===== src/rtl/core/lrlp_pkg.sv =====
// ----------------------------------------------------------------------------
// Lexer rule line parser package
// Shared constants, result codes and item types of the parser core.
// ----------------------------------------------------------------------------
`default_nettype none

package lrlp_pkg;

   localparam int POSITION_BITS_DEF    = 32;
   localparam int RULE_NUMBER_BITS_DEF = 16;
   localparam int QUEUE_DEPTH          = 2;

   localparam int KIND_BITS  = 3;
   localparam int ERROR_BITS = 3;

   localparam logic [KIND_BITS-1:0] KIND_SKIP     = 3'd0;
   localparam logic [KIND_BITS-1:0] KIND_NAME     = 3'd1;
   localparam logic [KIND_BITS-1:0] KIND_PATTERN  = 3'd2;
   localparam logic [KIND_BITS-1:0] KIND_RULE_END = 3'd3;
   localparam logic [KIND_BITS-1:0] KIND_ERROR    = 3'd4;
   localparam logic [KIND_BITS-1:0] KIND_FINISH   = 3'd5;

   localparam logic [ERROR_BITS-1:0] ERR_NONE          = 3'd0;
   localparam logic [ERROR_BITS-1:0] ERR_UNEXPECTED    = 3'd1;
   localparam logic [ERROR_BITS-1:0] ERR_EXPECTED_NAME = 3'd2;
   localparam logic [ERROR_BITS-1:0] ERR_BAD_OPTION    = 3'd3;
   localparam logic [ERROR_BITS-1:0] ERR_UNEXPECTED_END = 3'd4;

   localparam int OPT_WORD_LEN   = 6;
   localparam int OPT_HIT_BITS   = 8;
   localparam int OPT_INDEX_BITS = 3;

   typedef logic [7:0] byte_type;

   typedef struct packed {
      logic                    alpha;
      logic                    digit;
      logic                    space;
      logic                    tab;
      logic                    cr;
      logic                    lf;
      logic                    hash;
      logic                    quote;
      logic                    lparen;
      logic                    rparen;
      logic                    colon;
      logic                    equal;
      logic [OPT_HIT_BITS-1:0] opt_hit;
   } class_type;

   typedef struct packed {
      class_type cls;
      byte_type  data;
      logic      eoi;
   } item_type;

endpackage

`default_nettype wire


===== src/rtl/core/lexer_rule_line_parser_core.sv =====
// The parser takes one text byte, or an end marker, per request transfer and
// answers each with exactly one response transfer, sustaining one transfer per
// clock while the response side takes responses. A request is written into the
// two-entry queue behind the byte classifier and then loaded into the response
// register, from which its response transfers. The grammar engine's state
// update sets the rate. A stalled response holds the engine, and the queue
// takes at most two more requests before the request side stalls. Error and
// clean-finish states are sticky until reset.
// ----------------------------------------------------------------------------
// Lexer rule line parser core
// Byte classifier, item queue and grammar engine for lexer rule lines.
// ----------------------------------------------------------------------------
`default_nettype none

module lexer_rule_line_parser_core
   import lrlp_pkg::*;
#(
   parameter int POSITION_BITS    = POSITION_BITS_DEF,
   parameter int RULE_NUMBER_BITS = RULE_NUMBER_BITS_DEF
) (
   input  wire logic                        clock,
   input  wire logic                        reset,
   input  wire logic                        req_valid,
   output logic                             req_ready,
   input  wire logic [7:0]                  req_byte_in,
   input  wire logic                        req_end_of_input,
   output logic                             rsp_valid,
   input  wire logic                        rsp_ready,
   output logic [KIND_BITS-1:0]             rsp_kind,
   output logic [7:0]                       rsp_byte_out,
   output logic [RULE_NUMBER_BITS-1:0]      rsp_rule_number,
   output logic                             rsp_ignore_rule,
   output logic [ERROR_BITS-1:0]            rsp_error_code,
   output logic [POSITION_BITS-1:0]         rsp_error_position
);

   logic     queue_full;
   logic     push;
   item_type push_item;
   logic     pop;
   logic     avail;
   item_type head_item;

   lrlp_front u_front (
      .req_valid        (req_valid),
      .req_ready        (req_ready),
      .req_byte_in      (req_byte_in),
      .req_end_of_input (req_end_of_input),
      .queue_full       (queue_full),
      .push             (push),
      .push_item        (push_item)
   );

   lrlp_queue u_queue (
      .clock     (clock),
      .reset     (reset),
      .push      (push),
      .push_item (push_item),
      .pop       (pop),
      .full      (queue_full),
      .avail     (avail),
      .head_item (head_item)
   );

   lrlp_engine #(
      .POSITION_BITS    (POSITION_BITS),
      .RULE_NUMBER_BITS (RULE_NUMBER_BITS)
   ) u_engine (
      .clock              (clock),
      .reset              (reset),
      .avail              (avail),
      .head_item          (head_item),
      .pop                (pop),
      .rsp_valid          (rsp_valid),
      .rsp_ready          (rsp_ready),
      .rsp_kind           (rsp_kind),
      .rsp_byte_out       (rsp_byte_out),
      .rsp_rule_number    (rsp_rule_number),
      .rsp_ignore_rule    (rsp_ignore_rule),
      .rsp_error_code     (rsp_error_code),
      .rsp_error_position (rsp_error_position)
   );

endmodule

`default_nettype wire


===== src/rtl/core/lrlp_front.sv =====
// ----------------------------------------------------------------------------
// Lexer rule line parser front end
// Accepts request transfers and classifies each byte for the engine.
// ----------------------------------------------------------------------------
`default_nettype none

module lrlp_front
   import lrlp_pkg::*;
(
   input  wire logic     req_valid,
   output logic          req_ready,
   input  wire byte_type req_byte_in,
   input  wire logic     req_end_of_input,
   input  wire logic     queue_full,
   output logic          push,
   output item_type      push_item
);

   localparam byte_type OPT_WORD [OPT_WORD_LEN] =
      '{8'h69, 8'h67, 8'h6E, 8'h6F, 8'h72, 8'h65};

   localparam byte_type CH_SPACE  = 8'h20;
   localparam byte_type CH_TAB    = 8'h09;
   localparam byte_type CH_LF     = 8'h0A;
   localparam byte_type CH_CR     = 8'h0D;
   localparam byte_type CH_HASH   = 8'h23;
   localparam byte_type CH_QUOTE  = 8'h22;
   localparam byte_type CH_LPAREN = 8'h28;
   localparam byte_type CH_RPAREN = 8'h29;
   localparam byte_type CH_COLON  = 8'h3A;
   localparam byte_type CH_EQUAL  = 8'h3D;

   class_type cls;

   assign req_ready = !queue_full;
   assign push      = req_valid && !queue_full;

   always_comb begin
      cls        = '0;
      cls.alpha  = req_byte_in inside {[8'h41:8'h5A], [8'h61:8'h7A]};
      cls.digit  = req_byte_in inside {[8'h30:8'h39]};
      cls.space  = (req_byte_in == CH_SPACE);
      cls.tab    = (req_byte_in == CH_TAB);
      cls.cr     = (req_byte_in == CH_CR);
      cls.lf     = (req_byte_in == CH_LF);
      cls.hash   = (req_byte_in == CH_HASH);
      cls.quote  = (req_byte_in == CH_QUOTE);
      cls.lparen = (req_byte_in == CH_LPAREN);
      cls.rparen = (req_byte_in == CH_RPAREN);
      cls.colon  = (req_byte_in == CH_COLON);
      cls.equal  = (req_byte_in == CH_EQUAL);
      for (int i = 0; i < OPT_WORD_LEN; i++) begin
         cls.opt_hit[i] = (req_byte_in == OPT_WORD[i]);
      end
   end

   assign push_item = '{cls: cls, data: req_byte_in, eoi: req_end_of_input};

endmodule

`default_nettype wire


===== src/rtl/core/lrlp_queue.sv =====
// ----------------------------------------------------------------------------
// Lexer rule line parser item queue
// Short register queue between the front end and the engine.
// ----------------------------------------------------------------------------
`default_nettype none

module lrlp_queue
   import lrlp_pkg::*;
(
   input  wire logic     clock,
   input  wire logic     reset,
   input  wire logic     push,
   input  wire item_type push_item,
   input  wire logic     pop,
   output logic          full,
   output logic          avail,
   output item_type      head_item
);

   localparam int PTR_BITS   = $clog2(QUEUE_DEPTH);
   localparam int COUNT_BITS = PTR_BITS + 1;

   item_type              entry_ff [QUEUE_DEPTH];
   logic [PTR_BITS-1:0]   wr_ptr_ff, wr_ptr_in;
   logic [PTR_BITS-1:0]   rd_ptr_ff, rd_ptr_in;
   logic [COUNT_BITS-1:0] count_ff, count_in;

   assign full      = (count_ff == COUNT_BITS'(QUEUE_DEPTH));
   assign avail     = (count_ff != '0);
   assign head_item = entry_ff[rd_ptr_ff];

   always_comb begin
      wr_ptr_in = push ? wr_ptr_ff + PTR_BITS'(1) : wr_ptr_ff;
      rd_ptr_in = pop  ? rd_ptr_ff + PTR_BITS'(1) : rd_ptr_ff;
      count_in  = count_ff;
      if (push && !pop) begin
         count_in = count_ff + COUNT_BITS'(1);
      end else if (pop && !push) begin
         count_in = count_ff - COUNT_BITS'(1);
      end
   end

   always_ff @(posedge clock) begin
      if (reset) begin
         wr_ptr_ff <= '0;
         rd_ptr_ff <= '0;
         count_ff  <= '0;
      end else begin
         wr_ptr_ff <= wr_ptr_in;
         rd_ptr_ff <= rd_ptr_in;
         count_ff  <= count_in;
      end
   end

   always_ff @(posedge clock) begin
      if (push) begin
         entry_ff[wr_ptr_ff] <= push_item;
      end
   end

endmodule

`default_nettype wire


===== src/rtl/core/lrlp_engine.sv =====
// ----------------------------------------------------------------------------
// Lexer rule line parser engine
// Runs the line grammar on classified items and registers each result.
// ----------------------------------------------------------------------------
`default_nettype none

module lrlp_engine
   import lrlp_pkg::*;
#(
   parameter int POSITION_BITS    = POSITION_BITS_DEF,
   parameter int RULE_NUMBER_BITS = RULE_NUMBER_BITS_DEF
) (
   input  wire logic                        clock,
   input  wire logic                        reset,
   input  wire logic                        avail,
   input  wire item_type                    head_item,
   output logic                             pop,
   output logic                             rsp_valid,
   input  wire logic                        rsp_ready,
   output logic [KIND_BITS-1:0]             rsp_kind,
   output byte_type                         rsp_byte_out,
   output logic [RULE_NUMBER_BITS-1:0]      rsp_rule_number,
   output logic                             rsp_ignore_rule,
   output logic [ERROR_BITS-1:0]            rsp_error_code,
   output logic [POSITION_BITS-1:0]         rsp_error_position
);

   localparam int PHASE_BITS = 5;

   localparam logic [PHASE_BITS-1:0] PH_LINE      = 5'd0;
   localparam logic [PHASE_BITS-1:0] PH_LCOMMENT  = 5'd1;
   localparam logic [PHASE_BITS-1:0] PH_NAME      = 5'd2;
   localparam logic [PHASE_BITS-1:0] PH_OPT0      = 5'd3;
   localparam logic [PHASE_BITS-1:0] PH_OPT       = 5'd4;
   localparam logic [PHASE_BITS-1:0] PH_AFTER_OPT = 5'd5;
   localparam logic [PHASE_BITS-1:0] PH_SP1       = 5'd6;
   localparam logic [PHASE_BITS-1:0] PH_C1        = 5'd7;
   localparam logic [PHASE_BITS-1:0] PH_C2        = 5'd8;
   localparam logic [PHASE_BITS-1:0] PH_SP2A      = 5'd9;
   localparam logic [PHASE_BITS-1:0] PH_SP2       = 5'd10;
   localparam logic [PHASE_BITS-1:0] PH_BARE      = 5'd11;
   localparam logic [PHASE_BITS-1:0] PH_QUOTED    = 5'd12;
   localparam logic [PHASE_BITS-1:0] PH_TAIL      = 5'd13;
   localparam logic [PHASE_BITS-1:0] PH_TCOMMENT  = 5'd14;
   localparam logic [PHASE_BITS-1:0] PH_ERROR     = 5'd15;
   localparam logic [PHASE_BITS-1:0] PH_DONE      = 5'd16;

   localparam logic [POSITION_BITS-1:0]    POS_MAX  = {POSITION_BITS{1'b1}};
   localparam logic [RULE_NUMBER_BITS-1:0] RULE_MAX = {RULE_NUMBER_BITS{1'b1}};
   localparam logic [RULE_NUMBER_BITS-1:0] RULE_ONE = RULE_NUMBER_BITS'(1);
   localparam logic [OPT_INDEX_BITS-1:0]   OPT_FULL = OPT_INDEX_BITS'(OPT_WORD_LEN);

   logic [PHASE_BITS-1:0]       phase_ff, phase_in;
   logic [OPT_INDEX_BITS-1:0]   opt_idx_ff, opt_idx_in;
   logic                        opt_ok_ff, opt_ok_in;
   logic [POSITION_BITS-1:0]    opt_start_ff, opt_start_in;
   logic                        ign_ff, ign_in;
   logic [RULE_NUMBER_BITS-1:0] rule_ff, rule_in;
   logic [POSITION_BITS-1:0]    pos_ff, pos_in;
   logic                        dirty_ff, dirty_in;
   logic [ERROR_BITS-1:0]       err_code_ff, err_code_in;
   logic [POSITION_BITS-1:0]    err_pos_ff, err_pos_in;

   logic                        rsp_valid_ff, rsp_valid_in;
   logic [KIND_BITS-1:0]        kind_ff, kind_in;
   byte_type                    byte_ff, byte_in;
   logic [RULE_NUMBER_BITS-1:0] rnum_ff, rnum_in;
   logic                        rign_ff, rign_in;
   logic [ERROR_BITS-1:0]       ecode_ff, ecode_in;
   logic [POSITION_BITS-1:0]    epos_ff, epos_in;

   class_type cls;
   logic      alnum;
   logic      blank;
   logic      opt_step_ok;

   assign pop   = avail && (!rsp_valid_ff || rsp_ready);
   assign cls   = head_item.cls;
   assign alnum = cls.alpha || cls.digit;
   assign blank = cls.space || cls.tab;
   assign opt_step_ok = opt_ok_ff && cls.opt_hit[opt_idx_ff];

   always_comb begin
      phase_in     = phase_ff;
      opt_idx_in   = opt_idx_ff;
      opt_ok_in    = opt_ok_ff;
      opt_start_in = opt_start_ff;
      ign_in       = ign_ff;
      rule_in      = rule_ff;
      pos_in       = pos_ff;
      dirty_in     = dirty_ff;
      err_code_in  = err_code_ff;
      err_pos_in   = err_pos_ff;
      kind_in      = KIND_SKIP;
      rnum_in      = '0;
      rign_in      = 1'b0;

      if (phase_ff == PH_ERROR) begin
         kind_in = KIND_ERROR;
      end else if (phase_ff == PH_DONE) begin
         kind_in = KIND_FINISH;
      end else if (head_item.eoi) begin
         if (phase_ff == PH_LINE && !dirty_ff) begin
            phase_in = PH_DONE;
            kind_in  = KIND_FINISH;
         end else begin
            phase_in    = PH_ERROR;
            err_code_in = ERR_UNEXPECTED_END;
            err_pos_in  = pos_ff;
            kind_in     = KIND_ERROR;
         end
      end else begin
         if (pos_ff != POS_MAX) begin
            pos_in = pos_ff + POSITION_BITS'(1);
         end
         // default the error position to this byte; restored where the byte fits
         err_pos_in = pos_in;
         case (phase_ff)
            PH_LINE: begin
               if (cls.space || cls.tab || cls.cr) begin
                  dirty_in = 1'b1;
               end else if (cls.hash) begin
                  dirty_in = 1'b1;
                  phase_in = PH_LCOMMENT;
               end else if (cls.lf) begin
                  dirty_in = 1'b0;
               end else if (cls.alpha) begin
                  kind_in  = KIND_NAME;
                  phase_in = PH_NAME;
               end else begin
                  kind_in     = KIND_ERROR;
                  err_code_in = ERR_EXPECTED_NAME;
               end
            end
            PH_LCOMMENT: begin
               if (cls.lf) begin
                  phase_in = PH_LINE;
                  dirty_in = 1'b0;
               end
            end
            PH_NAME: begin
               if (alnum) begin
                  kind_in = KIND_NAME;
               end else if (cls.lparen) begin
                  phase_in = PH_OPT0;
               end else if (blank) begin
                  phase_in = PH_SP1;
               end else begin
                  kind_in     = KIND_ERROR;
                  err_code_in = ERR_UNEXPECTED;
               end
            end
            PH_OPT0: begin
               if (cls.alpha) begin
                  opt_start_in = pos_in;
                  opt_idx_in   = cls.opt_hit[0] ? OPT_INDEX_BITS'(1) : '0;
                  opt_ok_in    = cls.opt_hit[0];
                  phase_in     = PH_OPT;
               end else begin
                  kind_in     = KIND_ERROR;
                  err_code_in = ERR_EXPECTED_NAME;
               end
            end
            PH_OPT: begin
               if (alnum) begin
                  if (opt_step_ok) begin
                     opt_idx_in = opt_idx_ff + OPT_INDEX_BITS'(1);
                  end else begin
                     opt_ok_in = 1'b0;
                  end
               end else if (cls.rparen) begin
                  if (opt_ok_ff && opt_idx_ff == OPT_FULL) begin
                     ign_in   = 1'b1;
                     phase_in = PH_AFTER_OPT;
                  end else begin
                     kind_in     = KIND_ERROR;
                     err_code_in = ERR_BAD_OPTION;
                     err_pos_in  = opt_start_ff;
                  end
               end else begin
                  kind_in     = KIND_ERROR;
                  err_code_in = ERR_UNEXPECTED;
               end
            end
            PH_AFTER_OPT, PH_SP2A: begin
               if (blank) begin
                  phase_in = (phase_ff == PH_AFTER_OPT) ? PH_SP1 : PH_SP2;
               end else begin
                  kind_in     = KIND_ERROR;
                  err_code_in = ERR_UNEXPECTED;
               end
            end
            PH_SP1: begin
               if (cls.colon) begin
                  phase_in = PH_C1;
               end else if (!blank) begin
                  kind_in     = KIND_ERROR;
                  err_code_in = ERR_UNEXPECTED;
               end
            end
            PH_C1: begin
               if (cls.colon) begin
                  phase_in = PH_C2;
               end else begin
                  kind_in     = KIND_ERROR;
                  err_code_in = ERR_UNEXPECTED;
               end
            end
            PH_C2: begin
               if (cls.equal) begin
                  phase_in = PH_SP2A;
               end else begin
                  kind_in     = KIND_ERROR;
                  err_code_in = ERR_UNEXPECTED;
               end
            end
            PH_SP2, PH_BARE: begin
               if (phase_ff == PH_SP2 && blank) begin
                  phase_in = PH_SP2;
               end else if (phase_ff == PH_SP2 && cls.quote) begin
                  phase_in = PH_QUOTED;
               end else if (cls.tab || cls.cr || cls.space) begin
                  phase_in = PH_TAIL;
               end else if (cls.hash) begin
                  phase_in = PH_TCOMMENT;
               end else if (cls.lf) begin
                  kind_in = KIND_RULE_END;
               end else begin
                  kind_in  = KIND_PATTERN;
                  phase_in = PH_BARE;
               end
            end
            PH_QUOTED: begin
               if (cls.quote) begin
                  phase_in = PH_TAIL;
               end else if (cls.tab || cls.lf || cls.cr) begin
                  kind_in     = KIND_ERROR;
                  err_code_in = ERR_UNEXPECTED;
               end else begin
                  kind_in = KIND_PATTERN;
               end
            end
            PH_TAIL: begin
               if (cls.hash) begin
                  phase_in = PH_TCOMMENT;
               end else if (cls.lf) begin
                  kind_in = KIND_RULE_END;
               end else if (!(cls.space || cls.tab || cls.cr)) begin
                  kind_in     = KIND_ERROR;
                  err_code_in = ERR_UNEXPECTED;
               end
            end
            PH_TCOMMENT: begin
               if (cls.lf) begin
                  kind_in = KIND_RULE_END;
               end
            end
            default: begin
               kind_in     = KIND_ERROR;
               err_code_in = ERR_UNEXPECTED;
            end
         endcase

         if (kind_in == KIND_ERROR) begin
            phase_in = PH_ERROR;
         end else begin
            err_code_in = err_code_ff;
            err_pos_in  = err_pos_ff;
         end

         if (kind_in == KIND_RULE_END) begin
            rnum_in  = rule_ff;
            rign_in  = ign_ff;
            rule_in  = (rule_ff != RULE_MAX) ? rule_ff + RULE_ONE : rule_ff;
            ign_in   = 1'b0;
            phase_in = PH_LINE;
            dirty_in = 1'b0;
         end
      end

      byte_in  = (kind_in == KIND_NAME || kind_in == KIND_PATTERN) ? head_item.data : '0;
      ecode_in = (kind_in == KIND_ERROR) ? err_code_in : ERR_NONE;
      epos_in  = (kind_in == KIND_ERROR) ? err_pos_in : '0;

      rsp_valid_in = rsp_valid_ff;
      if (pop) begin
         rsp_valid_in = 1'b1;
      end else if (rsp_ready) begin
         rsp_valid_in = 1'b0;
      end
   end

   always_ff @(posedge clock) begin
      if (reset) begin
         phase_ff     <= PH_LINE;
         opt_idx_ff   <= '0;
         opt_ok_ff    <= 1'b1;
         opt_start_ff <= '0;
         ign_ff       <= 1'b0;
         rule_ff      <= RULE_ONE;
         pos_ff       <= '0;
         dirty_ff     <= 1'b0;
         err_code_ff  <= ERR_NONE;
         err_pos_ff   <= '0;
         rsp_valid_ff <= 1'b0;
      end else begin
         rsp_valid_ff <= rsp_valid_in;
         if (pop) begin
            phase_ff     <= phase_in;
            opt_idx_ff   <= opt_idx_in;
            opt_ok_ff    <= opt_ok_in;
            opt_start_ff <= opt_start_in;
            ign_ff       <= ign_in;
            rule_ff      <= rule_in;
            pos_ff       <= pos_in;
            dirty_ff     <= dirty_in;
            err_code_ff  <= err_code_in;
            err_pos_ff   <= err_pos_in;
         end
      end
   end

   always_ff @(posedge clock) begin
      if (pop) begin
         kind_ff  <= kind_in;
         byte_ff  <= byte_in;
         rnum_ff  <= rnum_in;
         rign_ff  <= rign_in;
         ecode_ff <= ecode_in;
         epos_ff  <= epos_in;
      end
   end

   assign rsp_valid          = rsp_valid_ff;
   assign rsp_kind           = kind_ff;
   assign rsp_byte_out       = byte_ff;
   assign rsp_rule_number    = rnum_ff;
   assign rsp_ignore_rule    = rign_ff;
   assign rsp_error_code     = ecode_ff;
   assign rsp_error_position = epos_ff;

endmodule

`default_nettype wire


===== config.mk =====
export PLATFORM = sky130hd
export DESIGN_NAME = lexer_rule_line_parser_core
export DESIGN_NICKNAME = d
export VERILOG_FILES = /design/src/rtl/core/lrlp_pkg.sv /design/src/rtl/core/lexer_rule_line_parser_core.sv /design/src/rtl/core/lrlp_front.sv /design/src/rtl/core/lrlp_queue.sv /design/src/rtl/core/lrlp_engine.sv
export SDC_FILE = /design/constraint.sdc
export NUM_CORES = 1
export LEC_CHECK = 0
export BUFFER_PORTS_ARGS = -buffer_cell sky130_fd_sc_hd__buf_2
export CAP_MARGIN = 20
export CORE_UTILIZATION = 46
export DETAILED_ROUTE_END_ITERATION = 8
export PLACE_DENSITY = 0.63
export SYNTH_ARGS = -nofsm -noshare
export SYNTH_HDL_FRONTEND = slang
export SYNTH_SLANG_ARGS = --single-unit

===== constraint.sdc =====
create_clock -name clock -period 3.55 [get_ports clock]
set_clock_uncertainty 0.2 [all_clocks]
set_input_delay 0.1775 -clock clock [delete_from_list [all_inputs] [get_ports clock]]
set_output_delay 0.1775 -clock clock [all_outputs]
set_load 0.03 [all_outputs]

* Word level (Yosys, flattened, before mapping) *
Memory sizes are Yosys's and may differ from the RTL's. A register that Yosys moved wholly into a read port is not among the register bits.
Index checks and enable logic that the tools add are counted.
W data, S select, Z words.

operators by class
  add/sub/neg operators = 7
  $lt $le $gt $ge = 7
  equality and inequality tests = 63
  muxes and demuxes = 125
  bitwise logic cells = 4
  reductions and logical operators = 49

operators with widths
  cell                     number
  $mux W32                 10
  $mux W3                  55
  $mux W5                  27
  $pmux W5 S12             1
  $eq A8 B6 Y1 const B     7
  $eq A8 B7 Y1 const B     6
  $eq A5 B4 Y1 const B     8
  $ne A5 B3 Y1 const B     8
  $pmux W3 S13             1
  $pmux W3 S11             1
  $add A32 B1 Y32 const B  1
  $ne A32 B32 Y1 const B   1
  $eq A8 B4 Y1 const B     3
  $reduce_and A8 Y1        3
  $mux W1                  22
  $reduce_and A21 Y1       1
  $eq A5 B3 Y1 const B     4
  $add A16 B1 Y16 const B  1
  $ge A8 B7 Y1 const B     2
  $le A8 B7 Y1 const B     2
  $ne A16 B16 Y1 const B   1
  $reduce_bool A2 Y1       8
  $ne A5 B5 Y1 const B     3
  $reduce_bool A15 Y1      1
  other kinds (36)         78

storage, ports and cells
  bits in registers = 194
  bits in writable memories = 54
  bits of input ports = 13
  output and inout port bits = 65
  word-level logic and storage cells = 276
  memories = 1

memory list
  memory            words  width  read ports  clocked after Yosys merged registers in  write ports  line              source
  u_queue.entry_ff  2      27     1           1                                        1            lrlp_queue.sv:23  item_type entry_ff [QUEUE_DEPTH];

* Longest topological paths before layout *
Gate-level depths: netlist (run 1).

  depth after elaboration = 14
  gate-level depth with buffers = 13

* Cells and area by module *
From an unflattened synthesis (run 1), not the netlist that was laid out.

unflattened totals
  cells, all modules = 1396
  area, all modules = 13193.9 sq um

modules (own cells, without submodules)
  module       times used  cells an instance  area each (sq um)
  lrlp_engine  1           1227               10548.9
  lrlp_queue   1           112                2302.2
  lrlp_front   1           57                 342.8

* Worst setup path after synthesis (run 1) *
Ideal clock, no wire load.

  path type = register to register
  from = reg u_engine.rsp_valid_ff, in the netlist u_engine.rsp_valid
  to = reg u_engine.byte_ff[0], in the netlist u_engine.rsp_byte_out[0], enable pin
  library setup time = 0.452 ns
  arrival = 2.721 ns
  required time = 2.898 ns
  setup slack = 0.177 ns
  cell stages (with the launch flop) = 5
  period minus slack after synthesis = 3.373 ns
  path through = dfxtp_1 > nand2b_1 > o21ai_0 > inv_1 > clkbuf_1

on the way
  word-level cells in the longest chain between the ends = 3

ends and longest elaborated chain
  item                    line                               source
  start, declared         lrlp_engine.sv:64                  logic rsp_valid_ff, rsp_valid_in;
  start signal, assigned  lrlp_engine.sv:307                 rsp_valid_ff <= rsp_valid_in;
  $logic_not A1 Y1        lrlp_engine.sv:77                  assign pop = avail && (!rsp_valid_ff || rsp_ready);
  $logic_or A1 B1 Y1      lrlp_engine.sv:77
  $logic_and A1 B1 Y1     lrlp_engine.sv:77
  net pop                 lexer_rule_line_parser_core.sv:40  logic pop;
  end signal, assigned    lrlp_engine.sv:326                 byte_ff <= byte_in;
  end, declared           lrlp_engine.sv:66                  byte_type byte_ff, byte_in;

The timed path passes the listed nets, and every way through them passes these cells.
A chain may end at the register's enable or synchronous reset.

* Worst setup path after layout (run 1) *
  from = reg u_engine.pos_ff[1]
  to = reg u_engine.epos_ff[26], in the netlist u_engine.rsp_error_position[26] (data pin)

on the way
  word-level cells in the longest chain between the ends = 10
  elaborated cells between the ends (all ways) = 11

ends and longest elaborated chain
  item                                                      line                                    source
  start, declared                                           lrlp_engine.sv:59                       logic [POSITION_BITS-1:0] pos_ff, pos_in;
  start signal, assigned                                    lrlp_engine.sv:315                      pos_ff <= pos_in;
  $add A32 B1 Y32 / $ne A32 B32 Y1 (equally long branches)  lrlp_engine.sv:114, lrlp_engine.sv:113
  $mux W32 (*)                                              lrlp_engine.sv:113                      if (pos_ff != POS_MAX) begin
  $mux W32                                                  lrlp_engine.sv:172                      if (opt_ok_ff && opt_idx_ff == OPT_FULL) begin
  $mux W32                                                  lrlp_engine.sv:171                      end else if (cls.rparen) begin
  $mux W32                                                  lrlp_engine.sv:165                      if (alnum) begin
  $mux W32 (*)                                              lrlp_engine.sv:118                      case (phase_ff)
  $mux W32 (*)                                              lrlp_engine.sv:264                      if (kind_in == KIND_ERROR) begin
  $mux W32 (*)                                              lrlp_engine.sv:102                      end else if (head_item.eoi) begin
  $mux W32 (*)                                              lrlp_engine.sv:100                      end else if (phase_ff == PH_DONE) begin
  $mux W32 (*)                                              lrlp_engine.sv:98                       if (phase_ff == PH_ERROR) begin
  end signal, assigned                                      lrlp_engine.sv:330                      epos_ff <= epos_in;
  end, declared                                             lrlp_engine.sv:70                       logic [POSITION_BITS-1:0] epos_ff, epos_in;

Every way passes the cells marked *; elsewhere a longest branch is shown, timed or not.

==> impl_metrics.yaml, run 1 <==
outcome:
  status: "finished, final reports clean"
pwr:
  p_seq_share_pct: 31.4
  p_sw_mw: 5.86
  power_density_mw_per_mm2: 914
  p_leak_nw: 5.51
  clkPwrFrac_pct: 21.2
  comb_power_share_pct: 47.4
  p_sw_share_pct: 42.7
  intPower_mw: 7.86
  ir_drop_mv: 0.691
global_routing:
  grt_usage_pct: 25.5
  grt-ovfl-total: 0
  antenna_found_initial: 0
  use_met1_pct: 37.5
  grt_use_met2_pct: 37.7
  grtUsageMet3_pct: 5.27
  grt_pass1_wl_mm: 56.3
  grt_max_degree: 58
  grt_pass1_vias: 9837
  grt_busiest_layer: "met2"
worst_setup_path:
  startpoint: "u_engine.pos_ff[1]"
  cp.required_ns: 3.69
  reg2reg_to: "u_engine.rsp_error_position[26]"
  r2r_start: "u_engine.pos_ff[1]"
  crit_type: "register to register"
  crit_fanout: 6
  cp-endpoint: "u_engine.rsp_error_position[26]"
  start_kind: "register"
  crit_arrival_ns: 3.59
  ff2ff_path_depth: 10
  end_kind: "register"
  rrSetupSlack_ns: 0.11
logic_synthesis:
  ys_types: 93
  synth_common_cells: "nor2_1 (220), dfxtp_1 (132), edfxtp_1 (117), nand2_1 (96), o21ai_0 (76)"
  yosysMostFrequentCell: "nor2_1"
  synth_edf_count: 117
  synth_area_per_cell_sq_um: 9.41
  ys_async_sr_fraction_pct: 0
  syn_nets: 1367
  yosys_warnings: 0
  synthCells: 1349
  yosysTopAreaCell: "edfxtp_1"
  yosys-top-cells-area: "edfxtp_1 (28%), dfxtp_1 (21%), nor2_1 (6.5%)"
  synth.top_cell.area_share_pct: 27.7
  ys_seq_area_share_pct: 48.5
  netlist_area_sq_mm: 0.0127
  synth_ff_type: "dfxtp_1"
  ys_ff_latch: 249
cells_and_area:
  num_antenna_cells: 0
  final_layout_size_suffix_gt1_share_pct: 19.5
  area_delta_synth_final_pct: 18.3
  layout.nets: 1492
  nFillCells: 2442
timing:
  setup_violations: 0
  tightest_slew_ns: 0.770
  hold_viol: 0
  fin_ws_ns: 0.106
  fin_crit_sh_pct: 97.0
  fin_hold_ws_ns: 0.173
  drv_slew: 0
  fmax_mhz: 290
  max-slew-margin-rel_pct: 48.6
  min_period_ns: 3.44
cts:
  clock_path_buffers: 3
  cts_buffers: 28
  clkSlewWorstSetupHoldPaths_ns: 0.06
  root_buffer: "clkbuf_16"
  cts_tree: "done"
  cts_sinks: 249
  htreeDepth: 1
  clk_latency_ns: 0.54
placement:
  gp_congestion: 0.956
  io_buffers: 77
  place_ws_ns: -0.105
  place_hpwl_mm: 25.3
drt:
  vias: 10774
  ant_nets: 0
  drcViolationCount: 0
  dr.pass1.iters: 5
  routed_wl_mm: 36.1
  first_iter_violations: 1072
  wl_per_cell_um: 19.7
  avgViaCountPerCell: 5.86
run:
  max-cap-violations: 0
floorplan:
  std_cell_rows: 60
  die_y_um: 168
  io_pins: 78
  start_util_pct: 47.0
  die_area_sq_mm: 0.0283
  core_area_sq_mm: 0.0270
  die_w_um: 168
worst_hold_path:
  hold_class: "input port to register"
  worstHoldStart: "req_end_of_input"
[worst max-delay path, cell delays in order (launching register included)]
cell and delay [ns]:
dfxtp_1 0.45, ha_1 0.25, nand3_1 0.20, or4_1 0.64, buf_4 0.21, a211oi_4 0.25, nand4_1 0.13, buf_4 0.18
o311ai_1 0.23, a22oi_1 0.18, a211oi_2 0.34
[power groups by stage]
stage                     sequential (mW)  combinational, mW  clock (mW)
final                                4.31               6.50        2.91
after global routing                 4.38               6.98        3.06
after CTS                            4.29               6.31        2.96
after detailed placement             4.34               6.25           0
after global placement               4.34               6.23           0
after floorplan                      4.87               3.63           0
[placed cells by master, fill, tap and decap left out, types with 7 or more instances in the layout]
cell type / count
clkbuf_16: 29
buf_12: 7
buf_4: 96
o21ai_0: 75
inv_1: 19
a21o_1: 7
o22ai_1: 8
nor2b_1: 9
and3_1: 25
a211oi_1: 36
nand2_1: 96
a31oi_1: 16
or2_2: 8
xor2_1: 36
a221o_1: 11
xnor2_1: 36
mux2_2: 7
dfxtp_1: 130
mux2i_1: 33
or4_1: 8
nor4_1: 13
nor3_1: 36
nand4_1: 23
dlygate4sd3_1: 14
clkinv_1: 7
buf_2: 76
nand2b_1: 13
edfxtp_1: 117
nand3_1: 43
a21oi_1: 68
or3_1: 11
and2_1: 7
nor2_1: 218
[layer usage]
| metal | routed length [um] | vias to the layer above |
|---|---|---|
| li1 | - | 5187 |
| met5 | 0 | - |
| met4 | 904 | 0 |
| met1 | 17200 | 5124 |
| met3 | 2700 | 63 |
| met2 | 15300 | 400 |
[timing repair]
item	in CTS	in global routing
resized for setup	1	6
endpoints found under the setup margin	3	38
buffers inserted	2	9
pin swaps	1	5
endpoints found under the hold margin	96	0
hold buffers	14	0
[worst min-delay path by stage]
stage | slack (ns) | to | cells past startpoint
floorplan | 0.08 | u_queue.entry_ff[0][0] | 0
global placement | 0.17 | u_queue.entry_ff[1][0] | 1
detailed placement | 0.18 | u_queue.entry_ff[0][0] | 1
CTS | 0.15 | u_queue.entry_ff[1][0] | 2
global route | 0.16 | u_queue.entry_ff[1][0] | 2
finish | 0.17 | u_queue.entry_ff[0][0] | 2
[state kept, by name, indices dropped and copies added, names as in the netlist, 2 cells and up, named ones only]
register and flops:
u_engine.err_code_ff 3, u_engine.err_pos_ff 32, u_engine.opt_idx_ff 3, u_engine.opt_start_ff 32
u_engine.phase_ff 5, u_engine.pos_ff 32, u_engine.rsp_byte_out 8, u_engine.rsp_error_code 3
u_engine.rsp_error_position 32, u_engine.rsp_kind 3, u_engine.rsp_rule_number 16, u_engine.rule_ff 16
u_queue.count_ff 2, u_queue.entry_ff 54
[stage by stage]
stage | util [%] | cell area, sq um | setup TNS [ns] | power, mW | cells
floorplan | - | 12700 | 0 | 8.50 | 1349
global placement | 51.2 | 13800 | -0.0905 | 10.6 | 1760
detailed placement | 51.2 | 13800 | -0.120 | 10.6 | 1760
CTS | 55.2 | 14900 | -0.0185 | 13.6 | 1828
global route | 55.6 | 15000 | -0.00942 | 14.4 | 1837
finish | 55.6 | 15000 | 0 | 13.7 | 1837
[kinds of logic (layout without fill, tap and decap cells)]
kind of cell / after synthesis / count (layout) / share of synthesized area [%]
multiplexers: 43 / 43 / 3.67
flip-flops: 249 / 249 / 48.5
AO/OA/AOI/OAI: 314 / 314 / 17.2
adder cells (fa/ha/maj): 5 / 5 / 0.493
XOR/XNOR: 74 / 74 / 5.22
AND/OR/NAND/NOR: 544 / 544 / 20.6
buffers and inverters: 120 / 267 / 4.37
[final cells by class]
type	instances	area, sq um	share of cell area [%]
flip-flops and latches	249	6160	41.0
multi-input cells	980	6040	40.2
repair buffers	193	1380	9.20
clock buffers	36	772	5.14
well taps	341	427	2.84
clock inverters	16	156	1.04
inverters	22	83.8	0.558
Power figures use the tool's default switching activity.
==> run 2, diff against run 1 <==
--- a/config.mk
+++ b/config.mk
@@ -7,9 +7,10 @@
 export LEC_CHECK = 0
 export BUFFER_PORTS_ARGS = -buffer_cell sky130_fd_sc_hd__buf_2
 export CAP_MARGIN = 20
-export CORE_UTILIZATION = 46
+export CORE_UTILIZATION = 61
 export DETAILED_ROUTE_END_ITERATION = 8
-export PLACE_DENSITY = 0.63
+export PLACE_DENSITY = 0.8
+export SETUP_SLACK_MARGIN = 0.4
 export SYNTH_ARGS = -nofsm -noshare
 export SYNTH_HDL_FRONTEND = slang
 export SYNTH_SLANG_ARGS = --single-unit
==> impl_metrics.yaml, run 2 (synthesis results as in run 1) <==
global_routing:
  grt_usage_pct: 32.7
  grt-ovfl-total: 0
  grt_pass1_vias: 10050
  grt_max_degree: 81
  antenna_found_initial: 0
  grt_pass1_wl_mm: 55.2
worst_setup_path:
  crit_fanout: 11
  crit_arrival_ns: 3.23
  ff2ff_path_depth: 8
  crit_type: "register to register"
  end_kind: "register"
  cp.required_ns: 3.63
  start_kind: "register"
placement:
  place_ws_ns: 0.0237
  io_buffers: 77
  gp_congestion: 0.942
  place_hpwl_mm: 24.3
  place_area_sq_mm: 0.0136
cells_and_area:
  top_register: "u_queue.entry_ff"
  num_antenna_cells: 0
  final_common_cell: "nor2_1"
  fin_util_pct: 73.9
  largest_reg_flops: 54
  final_layout_size_suffix_gt1_share_pct: 21.8
  design_area_sq_mm: 0.0150
  final_cell_mix: "nor2_1 (216), dfxtp_1 (121), edfxtp_1 (117), nand2_1 (96), buf_4 (95)"
  layout.nets: 1489
  area_delta_synth_final_pct: 18.2
timing:
  fin_crit_sh_pct: 88.9
  fmax_mhz: 317
  hold_viol: 0
  fin_ws_ns: 0.393
  max-slew-margin-rel_pct: 23.0
  fin_tns_setup_ns: 0
  rsz0062_at_grt: "true"
  setup_violations: 0
  tightest_slew_ns: 1.15
  drv_slew: 0
  min_period_ns: 3.16
cts:
  htreeDepth: 1
  clk_latency_ns: 0.54
  cts_tree: "done"
  cts_sinks: 249
  cts_buffers: 26
  root_buffer: "clkbuf_16"
  clkSlewWorstSetupHoldPaths_ns: 0.06
  clock_path_buffers: 3
drt:
  routed_wl_mm: 35.9
  first_iter_violations: 1413
  ant_nets: 0
  vias: 11233
  avgViaCountPerCell: 6.38
  wl_per_cell_um: 20.4
  dr.pass1.iters: 6
  drcViolationCount: 0
worst_hold_path:
  whs_path_depth: 2
  hold_class: "input port to register"
pwr:
  p_seq_share_pct: 31.0
  intPower_mw: 7.83
  ir_drop_mv: 0.595
  comb_power_share_pct: 49.9
  finalPower_mw: 13.9
  p_sw_share_pct: 43.8
  clkPwrFrac_pct: 19.1
  p_sw_mw: 6.11
  p_leak_nw: 5.50
  power_density_mw_per_mm2: 929
floorplan:
  die_w_um: 146
  std_cell_rows: 52
  core_area_sq_mm: 0.0203
  die_area_sq_mm: 0.0214
  io_pins: 78
  start_util_pct: 62.5
  die_y_um: 146
outcome:
  status: "finished, final reports clean"
run:
  max-cap-violations: 0
-- run 2: path summary, 6_finish.rpt --
kind / to / slack, ns / startpoint
max: u_engine.rsp_error_position[14] / 0.39 / u_engine.phase_ff[0]
min: u_queue.entry_ff[1][0] / 0.18 / req_end_of_input
max reg2reg: u_engine.rsp_error_position[14] / 0.39 / u_engine.phase_ff[0]
min reg2reg: u_engine.err_pos_ff[13] / 0.29 / u_engine.err_pos_ff[13]
-- run 2: area by class of cell --
type / instances / area, sq um
clock buffer: 29 / 693
clock inverter: 19 / 141
fill: 1446 / 5290
inverter: 22 / 83.8
multi-input combinational: 980 / 6210
sequential: 249 / 6180
tap: 270 / 338
timing repair buffer: 192 / 1370
-- run 2: power by group through the flow --
stage	clock, mW	combinational, mW	sequential [mW]
after floorplan	0	3.63	4.86
after global placement	0	6.10	4.34
after detailed placement	0	6.18	4.36
after CTS	2.67	6.39	4.32
after global routing	2.78	7.30	4.38
final	2.66	6.96	4.32
-- run 2: through the flow --
| step | hold slack [ns] | instances |
|---|---|---|
| detailed placement | 0.180 | 1680 |
| global route | 0.214 | 1761 |
| floorplan | 0.0764 | 1349 |
| CTS | 0.168 | 1750 |
| finish | 0.185 | 1761 |
| global placement | 0.168 | 1680 |
-- run 2: what timing repair did --
action / CTS / global route
pin swaps: 3 / 12
setup endpoints to repair: 46 / 76
gates resized for setup: 18 / 34
hold buffers: 14 / 0
buffers inserted: 8 / 10
gates cloned: 0 / 1
hold endpoints to repair: 89 / 0
-- run 2: worst max-delay path, cell delays in order, from the launching register on --
cell and delay, ns:
dfxtp_1 0.44, buf_4 0.23, nor4_2 0.45, a22o_1 0.42, nor2_2 0.15, o21ai_0 0.17, nand3_2 0.23, buf_12 0.21
a211oi_1 0.39
-- run 2: per-layer routing --
| metal | GRT usage, % | vias up | routed length [um] |
|---|---|---|---|
| met2 | 48.6 | 718 | 15600 |
| li1 | - | 5176 | - |
| met5 | 0 | - | 0 |
| met3 | 8.84 | 102 | 4220 |
| met1 | 46.4 | 5237 | 15000 |
| met4 | 10.4 | 0 | 1080 |
